===== config.mk =====
export PLATFORM = sky130hd
export DESIGN_NAME = stepper_speed_ramp_controller_unit_flat
export DESIGN_NICKNAME = d
export VERILOG_FILES = /design/src/sv/sscu_pkg.sv /design/src/sv/sscu_if.sv /design/src/sv/stepper_speed_ramp_controller_unit.sv /design/src/sv/sscu_div.sv /design/src/sv/sscu_ctrl.sv /design/src/flat_wrapper.sv
export SDC_FILE = /design/constraint.sdc
export NUM_CORES = 1
export LEC_CHECK = 0
export BUFFER_PORTS_ARGS = -buffer_cell sky130_fd_sc_hd__buf_2
export CAP_MARGIN = 20
export CORE_MARGIN = 2
export CORE_UTILIZATION = 60
export DETAILED_ROUTE_END_ITERATION = 7
export HOLD_SLACK_MARGIN = 0.08
export PLACE_DENSITY = 0.86
export SKIP_LAST_GASP = 1
export SYNTH_ARGS = -nofsm -noshare
export SYNTH_HDL_FRONTEND = slang
export SYNTH_SLANG_ARGS = --single-unit

===== constraint.sdc =====
create_clock -name clk -period 7.1 [get_ports clk]
set_input_delay 1.42 -clock clk [delete_from_list [all_inputs] [get_ports clk]]
set_output_delay 1.42 -clock clk [all_outputs]
set_load 0.01 [all_outputs]

===== src/sv/sscu_pkg.sv =====
`timescale 1ns / 1ps
// Shared types and constants for the stepper speed ramp controller.
// No dependencies; every other file refers to it by scoped names.
package sscu_pkg;

  localparam int unsigned CLK_W   = 25;
  localparam int unsigned SPEED_W = 16;
  localparam int unsigned DEB_W   = 4;
  localparam int unsigned COUNT_W = 9;
  localparam int unsigned IDX_W   = 3;

  // Dividend is the clock shifted right by log2 of the prescale (at least 1).
  localparam int unsigned DVD_W     = CLK_W - 1;
  localparam int unsigned DIV_STEPS = DVD_W;
  localparam int unsigned DCNT_W    = $clog2(DIV_STEPS);

  localparam logic [SPEED_W-1:0] FAST_LIMIT   = SPEED_W'(255);
  localparam logic [7:0]         MAX_QUOTIENT = 8'd255;

  localparam logic [IDX_W-1:0] CFG_CLOCK_HZ   = IDX_W'(0);
  localparam logic [IDX_W-1:0] CFG_TRACK_SPD  = IDX_W'(1);
  localparam logic [IDX_W-1:0] CFG_REWIND_SPD = IDX_W'(2);
  localparam logic [IDX_W-1:0] CFG_RAMP_STEP  = IDX_W'(3);
  localparam logic [IDX_W-1:0] CFG_DEBOUNCE   = IDX_W'(4);

  localparam logic [CLK_W-1:0]   RST_CLOCK_HZ   = CLK_W'(1000000);
  localparam logic [SPEED_W-1:0] RST_TRACK_SPD  = SPEED_W'(76);
  localparam logic [SPEED_W-1:0] RST_REWIND_SPD = SPEED_W'(4000);
  localparam logic [SPEED_W-1:0] RST_RAMP_STEP  = SPEED_W'(40);
  localparam logic [DEB_W-1:0]   RST_DEBOUNCE   = DEB_W'(2);

  typedef enum logic [1:0] {
    ST_IDLE,
    ST_DIV,
    ST_WRITE
  } state_t;

  typedef struct packed {
    logic [CLK_W-1:0]   clock_hz;
    logic [SPEED_W-1:0] track_speed;
    logic [SPEED_W-1:0] rewind_speed;
    logic [SPEED_W-1:0] ramp_step;
    logic [DEB_W-1:0]   debounce_ticks;
  } cfg_t;

  typedef struct packed {
    logic               start;
    logic [DVD_W-1:0]   dividend;
    logic [SPEED_W-1:0] divisor;
  } div_req_t;

  typedef struct packed {
    logic             done;
    logic [DVD_W-1:0] quotient;
  } div_rsp_t;

  typedef struct packed {
    logic [COUNT_W-1:0] count;
    logic               running;
    logic               range_fast;
    logic               dir;
    logic               mode_rewind;
  } status_t;

endpackage


===== src/sv/sscu_if.sv =====
`timescale 1ns / 1ps
// Valid/ready channel interfaces for button samples and result transactions.
// Depends on sscu_pkg for field widths.
interface sscu_in_if;
  logic valid;
  logic ready;
  logic track_level;
  logic rewind_level;

  modport source (output valid, output track_level, output rewind_level, input ready);
  modport sink   (input valid, input track_level, input rewind_level, output ready);
endinterface

interface sscu_out_if;
  logic                        valid;
  logic                        ready;
  logic [sscu_pkg::COUNT_W-1:0] period_count;
  logic                        step_running;
  logic                        fast_prescale;
  logic                        move_backward;
  logic                        rewinding;

  modport source (output valid, output period_count, output step_running,
                  output fast_prescale, output move_backward, output rewinding,
                  input ready);
  modport sink   (input valid, input period_count, input step_running,
                  input fast_prescale, input move_backward, input rewinding,
                  output ready);
endinterface


===== src/sv/stepper_speed_ramp_controller_unit.sv =====
`timescale 1ns / 1ps
// Stepper speed ramp controller: one button sample in, one result transaction out.
// Flow: an accepted sample passes the idle, divide (only when a speed reload needs a quotient)
// and write states; the serial divider makes one quotient bit a cycle. A new sample is taken
// only once the last result is in the output register, so an undrained output holds the input.
// Reset (rst, synchronous): motor stopped, tracking mode, slow range, registers to defaults.
// Depends on sscu_pkg, sscu_if, sscu_div and sscu_ctrl.
module stepper_speed_ramp_controller_unit (
  input  logic                          clk,
  input  logic                          rst,
  input  logic                          cfg_we,
  input  logic [sscu_pkg::IDX_W-1:0]    cfg_index,
  input  logic [sscu_pkg::CLK_W-1:0]    cfg_data,
  sscu_in_if.sink                       in_ch,
  sscu_out_if.source                    out_ch
);

  sscu_pkg::cfg_t     cfg;
  sscu_pkg::div_req_t div_req;
  sscu_pkg::div_rsp_t div_rsp;
  sscu_pkg::status_t  status;
  sscu_pkg::state_t   state;
  sscu_pkg::state_t   state_next;

  logic step;
  logic out_load;
  logic out_valid;

  always_ff @(posedge clk) begin
    if (rst) begin
      cfg.clock_hz       <= sscu_pkg::RST_CLOCK_HZ;
      cfg.track_speed    <= sscu_pkg::RST_TRACK_SPD;
      cfg.rewind_speed   <= sscu_pkg::RST_REWIND_SPD;
      cfg.ramp_step      <= sscu_pkg::RST_RAMP_STEP;
      cfg.debounce_ticks <= sscu_pkg::RST_DEBOUNCE;
    end else if (cfg_we) begin
      unique case (cfg_index)
        sscu_pkg::CFG_CLOCK_HZ:   cfg.clock_hz       <= cfg_data;
        sscu_pkg::CFG_TRACK_SPD:  cfg.track_speed    <= cfg_data[sscu_pkg::SPEED_W-1:0];
        sscu_pkg::CFG_REWIND_SPD: cfg.rewind_speed   <= cfg_data[sscu_pkg::SPEED_W-1:0];
        sscu_pkg::CFG_RAMP_STEP:  cfg.ramp_step      <= cfg_data[sscu_pkg::SPEED_W-1:0];
        sscu_pkg::CFG_DEBOUNCE:   cfg.debounce_ticks <= cfg_data[sscu_pkg::DEB_W-1:0];
        default: ;
      endcase
    end
  end

  sscu_ctrl u_ctrl (
    .clk          (clk),
    .rst          (rst),
    .step         (step),
    .track_level  (in_ch.track_level),
    .rewind_level (in_ch.rewind_level),
    .cfg          (cfg),
    .rsp          (div_rsp),
    .req          (div_req),
    .status       (status)
  );

  sscu_div u_div (
    .clk (clk),
    .rst (rst),
    .req (div_req),
    .rsp (div_rsp)
  );

  always_ff @(posedge clk) begin
    if (rst) begin
      state <= sscu_pkg::ST_IDLE;
    end else begin
      state <= state_next;
    end
  end

  always_comb begin
    state_next = state;
    unique case (state)
      sscu_pkg::ST_IDLE:  if (step) state_next = div_req.start ? sscu_pkg::ST_DIV
                                                               : sscu_pkg::ST_WRITE;
      sscu_pkg::ST_DIV:   if (div_rsp.done) state_next = sscu_pkg::ST_WRITE;
      sscu_pkg::ST_WRITE: if (out_load) state_next = sscu_pkg::ST_IDLE;
      default:            state_next = sscu_pkg::ST_IDLE;
    endcase
  end

  always_comb begin
    in_ch.ready = (state == sscu_pkg::ST_IDLE);
    step        = in_ch.valid && (state == sscu_pkg::ST_IDLE);
    out_load    = (state == sscu_pkg::ST_WRITE) && (!out_valid || out_ch.ready);
  end

  // Output register: hold the transaction until the sink takes it.
  always_ff @(posedge clk) begin
    if (rst) begin
      out_valid <= 1'b0;
    end else if (out_load) begin
      out_valid <= 1'b1;
    end else if (out_ch.ready) begin
      out_valid <= 1'b0;
    end
  end

  always_ff @(posedge clk) begin
    if (out_load) begin
      out_ch.period_count  <= status.count;
      out_ch.step_running  <= status.running;
      out_ch.fast_prescale <= status.range_fast;
      out_ch.move_backward <= status.dir;
      out_ch.rewinding     <= status.mode_rewind;
    end
  end

  assign out_ch.valid = out_valid;

  a_done_in_div: assert property (@(posedge clk) disable iff (rst)
    div_rsp.done |-> (state == sscu_pkg::ST_DIV))
    else $error("divider finished outside the divide state");

  a_accept_leaves_idle: assert property (@(posedge clk) disable iff (rst)
    step |=> (state != sscu_pkg::ST_IDLE))
    else $error("accepted transaction did not start processing");

  a_run_matches_count: assert property (@(posedge clk) disable iff (rst)
    out_ch.valid |-> (out_ch.step_running == (out_ch.period_count != '0)))
    else $error("step_running disagrees with period_count");

  a_count_range: assert property (@(posedge clk) disable iff (rst)
    out_ch.valid |-> (out_ch.period_count <= sscu_pkg::COUNT_W'(256)))
    else $error("period_count beyond compare range");

endmodule


===== src/sv/sscu_div.sv =====
`timescale 1ns / 1ps
// Restoring divider, one quotient bit per cycle, shared by every speed reload.
// Depends on sscu_pkg.
module sscu_div (
  input  logic                clk,
  input  logic                rst,
  input  sscu_pkg::div_req_t  req,
  output sscu_pkg::div_rsp_t  rsp
);

  logic                              busy;
  logic                              done;
  logic [sscu_pkg::DCNT_W-1:0]       cnt;
  logic [sscu_pkg::SPEED_W-1:0]      rem;
  logic [sscu_pkg::SPEED_W-1:0]      dvs;
  logic [sscu_pkg::DVD_W-1:0]        quo;
  logic [sscu_pkg::SPEED_W:0]        trial;
  logic                              fits;

  always_comb begin
    trial = {rem, quo[sscu_pkg::DVD_W-1]};
    fits  = (trial >= {1'b0, dvs});
  end

  always_ff @(posedge clk) begin
    if (rst) begin
      busy <= 1'b0;
      done <= 1'b0;
      cnt  <= '0;
    end else begin
      done <= 1'b0;
      if (req.start) begin
        busy <= 1'b1;
        cnt  <= sscu_pkg::DCNT_W'(sscu_pkg::DIV_STEPS - 1);
      end else if (busy) begin
        cnt <= cnt - 1'b1;
        if (cnt == '0) begin
          busy <= 1'b0;
          done <= 1'b1;
        end
      end
    end
  end

  // Operands: dividend bits shift out the top while quotient bits enter below.
  always_ff @(posedge clk) begin
    if (req.start) begin
      rem <= '0;
      dvs <= req.divisor;
      quo <= req.dividend;
    end else if (busy) begin
      rem <= fits ? sscu_pkg::SPEED_W'(trial - {1'b0, dvs}) : trial[sscu_pkg::SPEED_W-1:0];
      quo <= {quo[sscu_pkg::DVD_W-2:0], fits};
    end
  end

  assign rsp.done     = done;
  assign rsp.quotient = quo;

endmodule


===== src/sv/sscu_ctrl.sv =====
`timescale 1ns / 1ps
// Button debounce, mode selection and speed ramp state; issues divider requests.
// Depends on sscu_pkg.
module sscu_ctrl (
  input  logic                clk,
  input  logic                rst,
  input  logic                step,
  input  logic                track_level,
  input  logic                rewind_level,
  input  sscu_pkg::cfg_t      cfg,
  input  sscu_pkg::div_rsp_t  rsp,
  output sscu_pkg::div_req_t  req,
  output sscu_pkg::status_t   status
);

  logic [sscu_pkg::SPEED_W-1:0] speed_now;
  logic [sscu_pkg::SPEED_W-1:0] speed_goal;
  logic                         dir_now;
  logic                         dir_goal;
  logic                         slowing;
  logic                         range_fast;
  logic                         mode_rewind;
  logic [sscu_pkg::DEB_W-1:0]   hold_trk;
  logic [sscu_pkg::DEB_W-1:0]   hold_rew;
  logic                         latch_trk;
  logic                         latch_rew;
  logic [sscu_pkg::COUNT_W-1:0] count_out;
  logic                         running_out;

  logic [sscu_pkg::SPEED_W-1:0] speed_goal_next;
  logic                         dir_goal_next;
  logic                         slowing_next;
  logic                         range_fast_next;
  logic                         mode_rewind_next;
  logic [sscu_pkg::DEB_W-1:0]   hold_trk_next;
  logic [sscu_pkg::DEB_W-1:0]   hold_rew_next;
  logic                         latch_trk_next;
  logic                         latch_rew_next;
  logic                         skip_rew;
  logic                         load;
  logic [sscu_pkg::SPEED_W-1:0] load_speed;
  logic                         load_dir;
  logic [sscu_pkg::SPEED_W:0]   sum;

  always_comb begin
    hold_trk_next    = hold_trk;
    hold_rew_next    = hold_rew;
    latch_trk_next   = latch_trk;
    latch_rew_next   = latch_rew;
    speed_goal_next  = speed_goal;
    dir_goal_next    = dir_goal;
    slowing_next     = slowing;
    range_fast_next  = range_fast;
    mode_rewind_next = mode_rewind;
    skip_rew         = 1'b0;
    load             = 1'b0;
    load_speed       = speed_now;
    load_dir         = dir_now;
    sum              = {1'b0, speed_now} + {1'b0, cfg.ramp_step};

    // Track button; a change on the active mode's button ends button handling.
    if (hold_trk != '0) begin
      hold_trk_next = hold_trk - 1'b1;
    end else if (latch_trk != track_level) begin
      hold_trk_next  = cfg.debounce_ticks;
      latch_trk_next = track_level;
      if (!mode_rewind_next) begin
        skip_rew = 1'b1;
      end else if (track_level) begin
        range_fast_next  = 1'b0;
        speed_goal_next  = cfg.track_speed;
        dir_goal_next    = 1'b0;
        slowing_next     = 1'b1;
        mode_rewind_next = 1'b0;
      end
    end

    if (!skip_rew) begin
      if (hold_rew != '0) begin
        hold_rew_next = hold_rew - 1'b1;
      end else if (latch_rew != rewind_level) begin
        hold_rew_next  = cfg.debounce_ticks;
        latch_rew_next = rewind_level;
        if (!mode_rewind_next && rewind_level) begin
          range_fast_next  = 1'b1;
          speed_goal_next  = cfg.rewind_speed;
          dir_goal_next    = 1'b1;
          slowing_next     = 1'b1;
          mode_rewind_next = 1'b1;
        end
      end
    end

    // Ramp: stopped picks range and starts, slowing steps down (fast range) or stops, else climb to goal.
    if (speed_now == '0) begin
      range_fast_next = (speed_goal_next > sscu_pkg::FAST_LIMIT);
      load            = 1'b1;
      load_speed      = range_fast_next ? cfg.ramp_step : speed_goal_next;
      load_dir        = dir_goal_next;
    end else if (slowing_next) begin
      load = 1'b1;
      if (range_fast_next && (speed_now > cfg.ramp_step)) begin
        load_speed = speed_now - cfg.ramp_step;
      end else begin
        load_speed   = '0;
        slowing_next = 1'b0;
      end
    end else if (speed_now < speed_goal_next) begin
      load       = 1'b1;
      load_dir   = dir_goal_next;
      load_speed = (sum < {1'b0, speed_goal_next}) ? sum[sscu_pkg::SPEED_W-1:0]
                                                   : speed_goal_next;
    end
  end

  assign req.start    = step && load && (load_speed != '0);
  assign req.divisor  = load_speed;
  assign req.dividend = range_fast_next
                        ? cfg.clock_hz[sscu_pkg::CLK_W-1:1]
                        : sscu_pkg::DVD_W'(cfg.clock_hz[sscu_pkg::CLK_W-1:6]);

  always_ff @(posedge clk) begin
    if (rst) begin
      speed_now   <= '0;
      speed_goal  <= '0;
      dir_now     <= 1'b0;
      dir_goal    <= 1'b0;
      slowing     <= 1'b0;
      range_fast  <= 1'b0;
      mode_rewind <= 1'b0;
      hold_trk    <= '0;
      hold_rew    <= '0;
      latch_trk   <= 1'b0;
      latch_rew   <= 1'b0;
      count_out   <= '0;
      running_out <= 1'b0;
    end else if (step) begin
      speed_goal  <= speed_goal_next;
      dir_goal    <= dir_goal_next;
      slowing     <= slowing_next;
      range_fast  <= range_fast_next;
      mode_rewind <= mode_rewind_next;
      hold_trk    <= hold_trk_next;
      hold_rew    <= hold_rew_next;
      latch_trk   <= latch_trk_next;
      latch_rew   <= latch_rew_next;
      if (load) begin
        speed_now <= load_speed;
        dir_now   <= load_dir;
        if (load_speed == '0) begin
          count_out   <= '0;
          running_out <= 1'b0;
        end
      end
    end else if (rsp.done) begin
      // Stop when the quotient is zero or too large for the compare register.
      if ((rsp.quotient == '0) || (rsp.quotient[sscu_pkg::DVD_W-1:8] != '0)) begin
        count_out   <= '0;
        running_out <= 1'b0;
      end else begin
        count_out   <= {1'b0, rsp.quotient[7:0]} + sscu_pkg::COUNT_W'(1);
        running_out <= 1'b1;
      end
    end
  end

  assign status.count       = count_out;
  assign status.running     = running_out;
  assign status.range_fast  = range_fast;
  assign status.dir         = dir_now;
  assign status.mode_rewind = mode_rewind;

endmodule

===== src/flat_wrapper.sv =====
// flat-port wrapper written by rule: the top's interface ports become plain ports
module stepper_speed_ramp_controller_unit_flat 
  (clk, rst, cfg_we, cfg_index, cfg_data, in_ch_valid, in_ch_track_level, in_ch_rewind_level, in_ch_ready, out_ch_valid, out_ch_period_count, out_ch_step_running, out_ch_fast_prescale, out_ch_move_backward, out_ch_rewinding, out_ch_ready);
  sscu_in_if in_ch_i ();
  sscu_out_if out_ch_i ();
  input  logic clk;
  input  logic rst;
  input  logic cfg_we;
  input  logic [sscu_pkg::IDX_W-1:0] cfg_index;
  input  logic [sscu_pkg::CLK_W-1:0] cfg_data;
  input wire logic [$bits(in_ch_i.valid)-1:0] in_ch_valid;
  input wire logic [$bits(in_ch_i.track_level)-1:0] in_ch_track_level;
  input wire logic [$bits(in_ch_i.rewind_level)-1:0] in_ch_rewind_level;
  output wire logic [$bits(in_ch_i.ready)-1:0] in_ch_ready;
  output wire logic [$bits(out_ch_i.valid)-1:0] out_ch_valid;
  output wire logic [$bits(out_ch_i.period_count)-1:0] out_ch_period_count;
  output wire logic [$bits(out_ch_i.step_running)-1:0] out_ch_step_running;
  output wire logic [$bits(out_ch_i.fast_prescale)-1:0] out_ch_fast_prescale;
  output wire logic [$bits(out_ch_i.move_backward)-1:0] out_ch_move_backward;
  output wire logic [$bits(out_ch_i.rewinding)-1:0] out_ch_rewinding;
  input wire logic [$bits(out_ch_i.ready)-1:0] out_ch_ready;
  assign in_ch_i.valid = in_ch_valid;
  assign in_ch_i.track_level = in_ch_track_level;
  assign in_ch_i.rewind_level = in_ch_rewind_level;
  assign in_ch_ready = in_ch_i.ready;
  assign out_ch_valid = out_ch_i.valid;
  assign out_ch_period_count = out_ch_i.period_count;
  assign out_ch_step_running = out_ch_i.step_running;
  assign out_ch_fast_prescale = out_ch_i.fast_prescale;
  assign out_ch_move_backward = out_ch_i.move_backward;
  assign out_ch_rewinding = out_ch_i.rewinding;
  assign out_ch_i.ready = out_ch_ready;
  stepper_speed_ramp_controller_unit u_core (.clk(clk), .rst(rst), .cfg_we(cfg_we), .cfg_index(cfg_index), .cfg_data(cfg_data), .in_ch(in_ch_i), .out_ch(out_ch_i));
endmodule

Word-level counts from Yosys, hierarchy flattened
Index checks and enable logic that the tools add are counted.
{"block": "word_totals", "ff_bits": 213, "latchBits": 0, "mem_bits_rw": 0, "romBits": 0, "inputBits": 35, "output_inout_bits": 15, "word_cells": 193, "memories": 0}
{"block": "op_classes", "n_addsub": 7, "n_mul": 0, "div_mod_pow": 0, "n_lt_le_gt_ge": 5, "n_eq_ne": 14, "shift": 0, "n_mux": 90, "bitwise": 4, "reduce_logical": 41}
{"op": "$mux 16", "count": 15}
{"op": "$mux 24", "count": 3}
{"op": "$mux 1", "count": 56}
{"op": "$mux 9", "count": 5}
{"op": "$logic_not 16->1", "count": 2}
{"op": "$reduce_bool 16->1", "count": 2}
{"op": "$sub 16x16->16", "count": 2}
{"op": "$logic_not 24->1", "count": 1}
{"op": "$add 16x16->17", "count": 1}
{"op": "$ge 17x16->1", "count": 1}
{"op": "$lt 17x16->1", "count": 1}
{"op": "$gt 16x16->1", "count": 1}
{"op": "$gt 16x8->1 const B", "count": 1}
{"op": "$lt 16x16->1", "count": 1}
{"op": "$mux 4", "count": 4}
{"op": "$reduce_and 2->1", "count": 7}
{"op": "$reduce_and 3->1", "count": 4}
{"op": "$reduce_bool 2->1", "count": 6}
{"op": "$mux 5", "count": 2}
{"op": "$add 8x1->9 const B", "count": 1}
{"op": "$mux 2", "count": 4}
{"op": "$ne 2x1->1 const B", "count": 4}
{"op": "$reduce_and 4->1", "count": 2}
{"op": "$reduce_bool 4->1", "count": 2}
{"op": "19 further kinds", "count": 33}

Logic depth before layout (Yosys ltp)
Gate-level depths: netlist of the first run.
{"block": "logic_depth", "depth_word": 20, "depth_mapped": 29, "depth_no_buf": 24}

By module
A second synthesis of the first run with hierarchy kept.
{"block": "unflattened", "cells_unflattened": 1584, "hier_area_um2": 13431.6}
{"mod": "sscu_ctrl", "instances": 1, "cells_each": 917, "area_per_inst_um2": 6761.5, "seq_area_each_um2": 1141.1}
{"mod": "sscu_div", "instances": 1, "cells_each": 299, "area_per_inst_um2": 3337.0, "seq_area_each_um2": 1661.6}
{"mod": "stepper_speed_ramp_controller_unit", "instances": 1, "cells_each": 368, "area_per_inst_um2": 3333.2, "seq_area_each_um2": 1991.9}

Least setup slack after synthesis of the first run
No wires, ideal clock.
{"block": "synth_timing", "kind": "input -> register", "startpoint": "input in_ch_track_level", "endpoint": "register u_core.u_div.quo[0] (netlist bit), enable pin", "setup_ns": 0.429, "arrival_ns": 6.024, "required_time_ns": 6.671, "path_slack_ns": 0.647, "stages": 22, "n_path_buf": 5, "path_cell_list": "clkbuf_1 > nand2_1 > nor3_4 > o31a_1 > clkbuf_1 > clkbuf_1 > a21oi_1 > a21oi_1 > ha_1 > a21oi_1 > o21ai_0 > a41oi_1 > o21a_1 > buf_4 > nand2_1 > buf_2 > mux2_1 > a221oi_2 > nand4_1 > nor3_2 > a21o_2 > nand2b_1"}
{"block": "synth_via", "elab_chain_len": 18, "elab_cells_between_ends": 50, "classes_between": "order compare (3); eq/ne (1); mux (39); reduce/logical (7)"}
{"element": "start: declaration", "line": "flat_wrapper.sv:12", "rtl": "input wire logic [$bits(in_ch_i.track_level)-1:0] in_ch_track_level;"}
{"element": "$mux 1", "line": "sscu_ctrl.sv:69", "rtl": "end else if (track_level) begin"}
{"element": "$mux 1", "line": "sscu_ctrl.sv:67", "rtl": "if (!mode_rewind_next) begin"}
{"element": "$mux 1", "line": "sscu_ctrl.sv:64", "rtl": "end else if (latch_trk != track_level) begin"}
{"element": "$mux 1", "line": "sscu_ctrl.sv:62", "rtl": "if (hold_trk != '0) begin"}
{"element": "$logic_not 1->1", "line": "sscu_ctrl.sv:84", "rtl": "if (!mode_rewind_next && rewind_level) begin"}
{"element": "$logic_and 1x1->1", "line": "sscu_ctrl.sv:84"}
{"element": "$mux 16", "line": "sscu_ctrl.sv:84"}
{"element": "$mux 16", "line": "sscu_ctrl.sv:81", "rtl": "end else if (latch_rew != rewind_level) begin"}
{"element": "[... 2 more ...]"}
{"element": "$lt 17x16->1", "line": "sscu_ctrl.sv:111", "rtl": "load_speed = (sum < {1'b0, speed_goal_next}) ? sum[sscu_pkg::SPEED_W-1:0]"}
{"element": "$mux 16", "line": "sscu_ctrl.sv:111"}
{"element": "$mux 16", "line": "sscu_ctrl.sv:108", "rtl": "end else if (speed_now < speed_goal_next) begin"}
{"element": "$mux 16", "line": "sscu_ctrl.sv:100", "rtl": "end else if (slowing_next) begin"}
{"element": "$mux 16", "line": "sscu_ctrl.sv:95", "rtl": "if (speed_now == '0) begin"}
{"element": "$reduce_bool 16->1", "line": "sscu_ctrl.sv:116", "rtl": "assign req.start = step && load && (load_speed != '0);"}
{"element": "$logic_and 1x1->1 *", "line": "sscu_ctrl.sv:116"}
{"element": "$reduce_bool 2->1 (no line) *"}
{"element": "end signal: assignment", "line": "sscu_div.sv:50", "rtl": "quo <= req.dividend;"}
{"element": "end signal: assignment", "line": "sscu_div.sv:53", "rtl": "quo <= {quo[sscu_pkg::DVD_W-2:0], fits};"}
{"element": "end: declaration", "line": "sscu_div.sv:16", "rtl": "logic [sscu_pkg::DVD_W-1:0] quo;"}
Mark *: on every way between the ends. The rest lies on a longest branch, timed or not.
A chain may end at the register's enable or synchronous reset.

Final worst setup path of the first run
{"block": "layout_timing", "startpoint": "register u_core.u_ctrl.hold_trk[0] (netlist bit)", "endpoint": "register u_core.u_div.quo[4] (netlist bit), data pin"}
{"block": "layout_via", "elab_chain_len": 16, "elab_cells_between_ends": 39, "classes_between": "order compare (3); mux (29); reduce/logical (7)"}
{"element": "start: declaration", "line": "sscu_ctrl.sv:23", "rtl": "logic [sscu_pkg::DEB_W-1:0] hold_trk;"}
{"element": "start signal: assignment", "line": "sscu_ctrl.sv:143", "rtl": "hold_trk <= hold_trk_next;"}
{"element": "$reduce_bool 4->1 *", "line": "sscu_ctrl.sv:62"}
{"element": "$mux 1", "line": "sscu_ctrl.sv:62"}
{"element": "$logic_not 1->1", "line": "sscu_ctrl.sv:84"}
{"element": "$logic_and 1x1->1", "line": "sscu_ctrl.sv:84"}
{"element": "$mux 16", "line": "sscu_ctrl.sv:84"}
{"element": "$mux 16", "line": "sscu_ctrl.sv:81"}
{"element": "$mux 16", "line": "sscu_ctrl.sv:79", "rtl": "if (hold_rew != '0) begin"}
{"element": "$mux 16", "line": "sscu_ctrl.sv:78", "rtl": "if (!skip_rew) begin"}
{"element": "$lt 17x16->1", "line": "sscu_ctrl.sv:111"}
{"element": "$mux 16", "line": "sscu_ctrl.sv:111"}
{"element": "$mux 16", "line": "sscu_ctrl.sv:108"}
{"element": "$mux 16", "line": "sscu_ctrl.sv:100"}
{"element": "$mux 16", "line": "sscu_ctrl.sv:95"}
{"element": "$reduce_bool 16->1", "line": "sscu_ctrl.sv:116"}
{"element": "$logic_and 1x1->1", "line": "sscu_ctrl.sv:116"}
{"element": "$mux 24 *", "line": "sscu_div.sv:47", "rtl": "if (req.start) begin"}
Marks and branches as above.

==> results.md, run 1 <==
- F_max: 150 MHz
- Outcome: completed
- Synth area leaders: dfxtp_1 25%, edfxtp_1 12%, ha_1 8.3%, nand2_1 7.5%, a21oi_1 6.3%
- Maximum vdd drop: 0.277 mV
- Cells after Synth: 1521
- Worst-path clk slew: 60 ps
- Net Count, Synth: 1644
- Setup Total Neg Slack: 0 ps
- Post-synth EDFFs: 53
- Layout Nets: 1677
- CP arrival: 6950 ps
- Iter 0 DRT Violations: 1098
- Synth Register Bits: 212
- Most numerous cell in the Yosys netlist: nand2_1
- Number of remaining DRC errors: 0
- Overflow after GRT: 0
- Area of the core: 21000 um^2
- Routed Antenna Nets: 0
- Leakage: 0.00578 uW
- Top cell type's share of synthesized area: 0.249
- Top_reg_cell synth: dfxtp_1
- Synthesis-to-finish area growth: 10.7%
- Simple-gate share of the synthesized area: 0.197
- Synth Area in Compound Gates: 0.185
- H-tree levels: 1
- FFs w/ async S/R, synth: 0
- FF-to-FF Start: u_core.u_ctrl.hold_trk[0]
- Placed cell areas: 13300 um^2
- Yosys warns: 0
- Largest net degree at the start of global routing: 90
- Worst-Skew Late Latency: 530 ps
- Via-per-instance ratio: 6.30
- Syn Std Cell Area: 12800 um^2
- Clk_skew: 13.2 ps
- IO Port Bufs: 49
- Die height: 150 um
- Post-synthesis mux area share: 0.0687
- TritonCTS buffer count: 23
- Finished Cell Area: 14100 um^2
- Cell area power density: 516 nW/um^2
- Bufs on Longest Clock Path: 3
- CTS Sinks: 212
- Register area: 4770 um^2
- Max Transition Viols Final: 0
- Hold Crit Class: reg2reg
- Core Util, Final: 0.674
- Std-Cell Rows: 53
- Vias: 11628
- Fin crit share: 0.940
- Crit-path max FO: 28
- Setup Crit Path Kind: reg2reg
- Mean area per synthesized cell: 8.39 um^2
- CTS Hold Bufs: 0
- Post-synthesis xor/xnor area fraction: 0.0316
- Vias in the first global route: 10750
- Antenna cell count: 0
- TritonCTS clock tree: built
- Max Cap Viol: 0
- Die area: 22500 um^2
- Fill count: 1650
- CP endpoint kind: flop
- Min Tclk post-route: 6670 ps
- CP startpoint: u_core.u_ctrl.hold_trk[0]
- Worst slew margin: 0.255
- Yosys top cell by area: dfxtp_1
- Hold Fails Final Rpt: 0
- Num ports: 50
- Final setup viols: 0
- Area of the multi-input gates: 7300 um^2
- Critical Path RT: 7370 ps
- Initial Utilization: 0.609
- Register area share after synthesis: 0.374
- First-pass GRT wire length: 57.6 mm
- Startpoint Class: flop
- Total Wirelength: 37.2 mm
- Die X: 150 um
- Worst Tran Pin Value: 1120 ps
- Unrepaired setup endpoints after global routing: false
- Synth Area in Adders: 0.0880
- Routability congestion estimate: 1.06
- Total power: 7300 uW
- Total GRT Usage: 0.323
- Count of cell types in the netlist: 83
- Wire per inst: 20.1 um
- Initial antenna violation count: 0
- Largest family of logic cells by synthesized area: simple AND/OR/NAND/NOR gates
- Worst min-delay path startpoint: u_core.u_ctrl.count_out[2]
- Most frequent cells after synthesis: 255 x nand2_1, 161 x a21oi_1, 159 x dfxtp_1
- Hpwl dp: 27.0 mm
- Root Buffer: clkbuf_16
- First-pass iteration count of the detailed router: 5
- Layout cells sized above 1: 0.117
[final cells by class]
cell class | instances | area share
clock buffer | 27 | 0.0432
timing repair buffer | 91 | 0.0407
multi-input combinational | 1133 | 0.517
inverter | 93 | 0.0247
tap | 275 | 0.0243
clock inverter | 15 | 0.0125
sequential | 212 | 0.338
[logic make-up after synthesis]
logic type	Yosys count
xor+xnor	46
mux	81
fa+ha+maj	88
buf+inv	176
compound gates	367
simple gates	551
flops	212
[registers in the layout, indices dropped and copies added (netlist names), 2 cells and up]
signal	flops
u_core.u_div.dvs	16
u_core.cfg	76
u_core.u_div.rem	16
u_core.state	2
u_core.u_div.quo	24
u_core.u_ctrl.speed_goal	16
u_core.u_ctrl.hold_trk	4
u_core.u_ctrl.count_out	9
u_core.out_ch.period_count	9
u_core.u_div.cnt	5
u_core.u_ctrl.hold_rew	4
u_core.u_ctrl.speed_now	16
[placed cells by master (no fill, tap or decap), types with 32 or more instances in the layout]
| cell type | instances |
|---|---|
| nand2_1 | 255 |
| a21oi_1 | 161 |
| dfxtp_1 | 159 |
| nor2_1 | 120 |
| inv_1 | 92 |
| ha_1 | 85 |
| edfxtp_1 | 53 |
| buf_2 | 48 |
| buf_4 | 42 |
| o21ai_0 | 41 |
| nand3_1 | 36 |
| mux2i_1 | 34 |
| xnor2_1 | 32 |
[report_power, final]
part | internal, uW | switching [uW] | total, uW | leakage [uW]
Sequential | 1660 | 251 | 1910 | 0.00180
Combinational | 1650 | 2490 | 4140 | 0.00359
Clock | 732 | 513 | 1250 | 0.000386
[path summary, 6_finish.rpt]
check,to,slack (ps),cells past startpoint
worst min-delay path,u_core.out_ch.period_count[2],440,0
worst min register to register,u_core.out_ch.period_count[2],440,0
worst max register to register,u_core.u_div.quo[4],430,23
worst max-delay path,u_core.u_div.quo[4],430,23
[what timing repair did]
action                                 in CTS  in global routing
gates resized for setup                     0                  1
endpoints found under the hold margin       0                  0
setup endpoints to repair                   0                 13
setup buffers                               0                  0
[through the flow]
step / setup slack [ps] / hold WS, ps / std cells
after floorplan: 647 / 401 / 1521
after global placement: 202 / 408 / 1803
after detailed placement: 47.0 / 418 / 1803
after CTS: 497 / 436 / 1845
after global routing: 13.8 / 442 / 1846
final: 425 / 436 / 1846
[worst max-delay path, cell delays in order (launching register included)]
cell	delay [ps]
dfxtp_1	320
inv_1	90
ha_1	250
or3b_1	530
nor3_4	270
buf_4	190
o31a_1	430
buf_4	240
a21oi_1	50
a21oi_1	410
ha_1	320
and4_1	230
a221oi_1	420
o211ai_2	280
and2_1	400
buf_4	240
a221o_1	360
a21oi_1	270
nand4_1	160
nor2_1	180
a21o_2	210
inv_2	60
buf_12	160
mux2_1	330
[metal layers]
layer  global-route usage  share of wire  wire length [um]
met1                0.443           0.42             15600
met2                0.532           0.46             17200
met3               0.0460          0.085              3170
met4               0.0929          0.032              1200
met5                    0              0                 0
Power figures use the tool's default switching activity.
==> run 2, diff against run 1 <==
--- a/config.mk
+++ b/config.mk
@@ -7,7 +7,7 @@
 export LEC_CHECK = 0
 export BUFFER_PORTS_ARGS = -buffer_cell sky130_fd_sc_hd__buf_2
 export CAP_MARGIN = 20
-export CORE_MARGIN = 2
+export CORE_MARGIN = 4
 export CORE_UTILIZATION = 60
 export DETAILED_ROUTE_END_ITERATION = 7
 export HOLD_SLACK_MARGIN = 0.08
==> results.md, run 2 (synthesized netlist as in run 1, its figures left out) <==
- Outcome: completed
- IO Port Bufs: 49
- R2R depth: 22
- Most common cell after layout, fill and taps aside: nand2_1
- Initial antenna violation count: 0
- Layout cells sized above 1: 0.114
- Worst slew margin: 0.315
- Finished Cell Area: 14200 um^2
- Bufs on Longest Clock Path: 3
- TritonCTS buffer count: 23
- FF-to-FF Start: u_core.u_ctrl.speed_now[1]
- Hpwl dp: 26.7 mm
- CP startpoint: u_core.u_ctrl.speed_now[1]
- Iter 0 DRT Violations: 1288
- Worst-Skew Late Latency: 530 ps
- Wire per inst: 19.9 um
- Vias in the first global route: 11132
- Layout Nets: 1674
- Most frequent cells in the layout: 255 x nand2_1, 161 x a21oi_1, 159 x dfxtp_1
- Largest net degree at the start of global routing: 87
- Fill count: 1674
- Core Util, Final: 0.675
- Total GRT Usage: 0.302
- Setup Crit Path Kind: reg2reg
- CP arrival: 6800 ps
- Worst Tran Pin Value: 1030 ps
- Hold Fails Final Rpt: 0
- Overflow after GRT: 0
- Num ports: 50
- Number of remaining DRC errors: 0
- Clk_skew: 18.4 ps
- Most flops, register: u_core.cfg
- Worst-path clk slew: 70 ps
- Total Wirelength: 36.7 mm
- Antenna cell count: 0
- Die X: 154 um
- TritonCTS clock tree: built
- Placed cell areas: 13300 um^2
- Via-per-instance ratio: 6.26
- Vias: 11546
- Area of the core: 21000 um^2
- Die area: 23700 um^2
- Reg-to-reg critical path endpoint: u_core.u_div.quo[10]
- CTS Sinks: 212
- Max Transition Viols Final: 0
- Number of flip-flops in the largest register: 76
- Routed Antenna Nets: 0
- Cell area power density: 515 nW/um^2
- Worst Setup EP: u_core.u_div.quo[10]
- Pre-CTS setup slack: 381 ps
- Crit-path max FO: 23
- First-pass iteration count of the detailed router: 7
- First-pass GRT wire length: 58.9 mm
- Routability congestion estimate: 1.04
- Synthesis-to-finish area growth: 10.9%
- Hold Crit Class: reg2reg
- F_max: 153 MHz
- Std-Cell Rows: 53
- CTS Hold Bufs: 0
- Fin worst setup slack: 573 ps
- Leakage: 0.00578 uW
- Fin crit share: 0.919
- Unrepaired setup endpoints after global routing: false
- Post-cts resize count: 0
- Final setup viols: 0
- Root Buffer: clkbuf_16
- CP endpoint kind: flop
- Min Tclk post-route: 6530 ps
- Die height: 154 um
- Initial Utilization: 0.609
- Maximum vdd drop: 0.250 mV
- Biggest regs: u_core.cfg: 76 flops, u_core.u_div.quo: 24 flops
- Critical Path RT: 7370 ps
- Max Cap Viol: 0
- Post-CTS Setup Inserts: 0
- Setup Total Neg Slack: 0 ps
- Startpoint Class: flop
- H-tree levels: 1
- Total power: 7290 uW
- Reg2Reg Setup Slack: 570 ps
-- run 2: changes by cell type in the layout (fill, tap and decap cells not counted), sizes merged --
cell / delta
bufinv: -1
inv: +2
clkbuf: +7
buf: -3
clkinv: -7
clkinvlp: -1
-- run 2: worst max-delay path: stages (launching register included) --
cell,delay [ps]
dfxtp_1,640
ha_1,360
nand2b_1,180
a221oi_1,500
o41ai_1,190
o211ai_1,430
nand3_1,200
a32oi_1,280
xnor2_1,190
ha_1,310
a211oi_1,210
o21ai_0,140
a41oi_1,230
o21a_1,200
nand2_1,90
buf_4,210
mux2_2,310
a221oi_1,340
nand4_1,190
nor3_2,230
a21o_2,190
inv_2,210
mux2_1,420
-- run 2: cell type report --
| cell class | instances | area [um^2] | area share |
|---|---|---|---|
| tap | 275 | 344 | 0.0243 |
| sequential | 212 | 4770 | 0.337 |
| multi-input combinational | 1133 | 7300 | 0.516 |
| clock buffer | 34 | 699 | 0.0494 |
| timing repair buffer | 88 | 573 | 0.0405 |
| inverter | 93 | 349 | 0.0247 |
| clock inverter | 8 | 118 | 0.00831 |
-- run 2: where the power goes --
group	internal (uW)	switching, uW	leakage (uW)
sequential	1660	257	0.00180
clock	766	515	0.000399
combinational	1640	2460	0.00358
total	4060	3230	0.00578
-- run 2: metrics by stage --
step | hold WS (ps) | cells
after floorplan | 401 | 1521
after global routing | 440 | 1843
after detailed placement | 408 | 1799
final | 425 | 1843
after global placement | 405 | 1799
after CTS | 427 | 1841
-- run 2: routing by layer --
metal | GRT usage | wire (um)
met4 | 0.115 | 1440
met1 | 0.409 | 15400
met5 | 0 | 0
met2 | 0.487 | 16900
met3 | 0.0532 | 3030
-- run 2: worst min-delay path by stage --
stage / from / slack [ps] / cells after the start / endpoint
floorplan: u_core.u_ctrl.count_out[0] / 400 / 0 / u_core.out_ch.period_count[0]
global placement: u_core.u_ctrl.count_out[2] / 410 / 0 / u_core.out_ch.period_count[2]
detailed placement: u_core.u_ctrl.count_out[7] / 410 / 0 / u_core.out_ch.period_count[7]
CTS: u_core.u_ctrl.count_out[0] / 430 / 0 / u_core.out_ch.period_count[0]
global route: u_core.u_ctrl.count_out[0] / 440 / 0 / u_core.out_ch.period_count[0]
finish: u_core.u_ctrl.count_out[0] / 430 / 0 / u_core.out_ch.period_count[0]
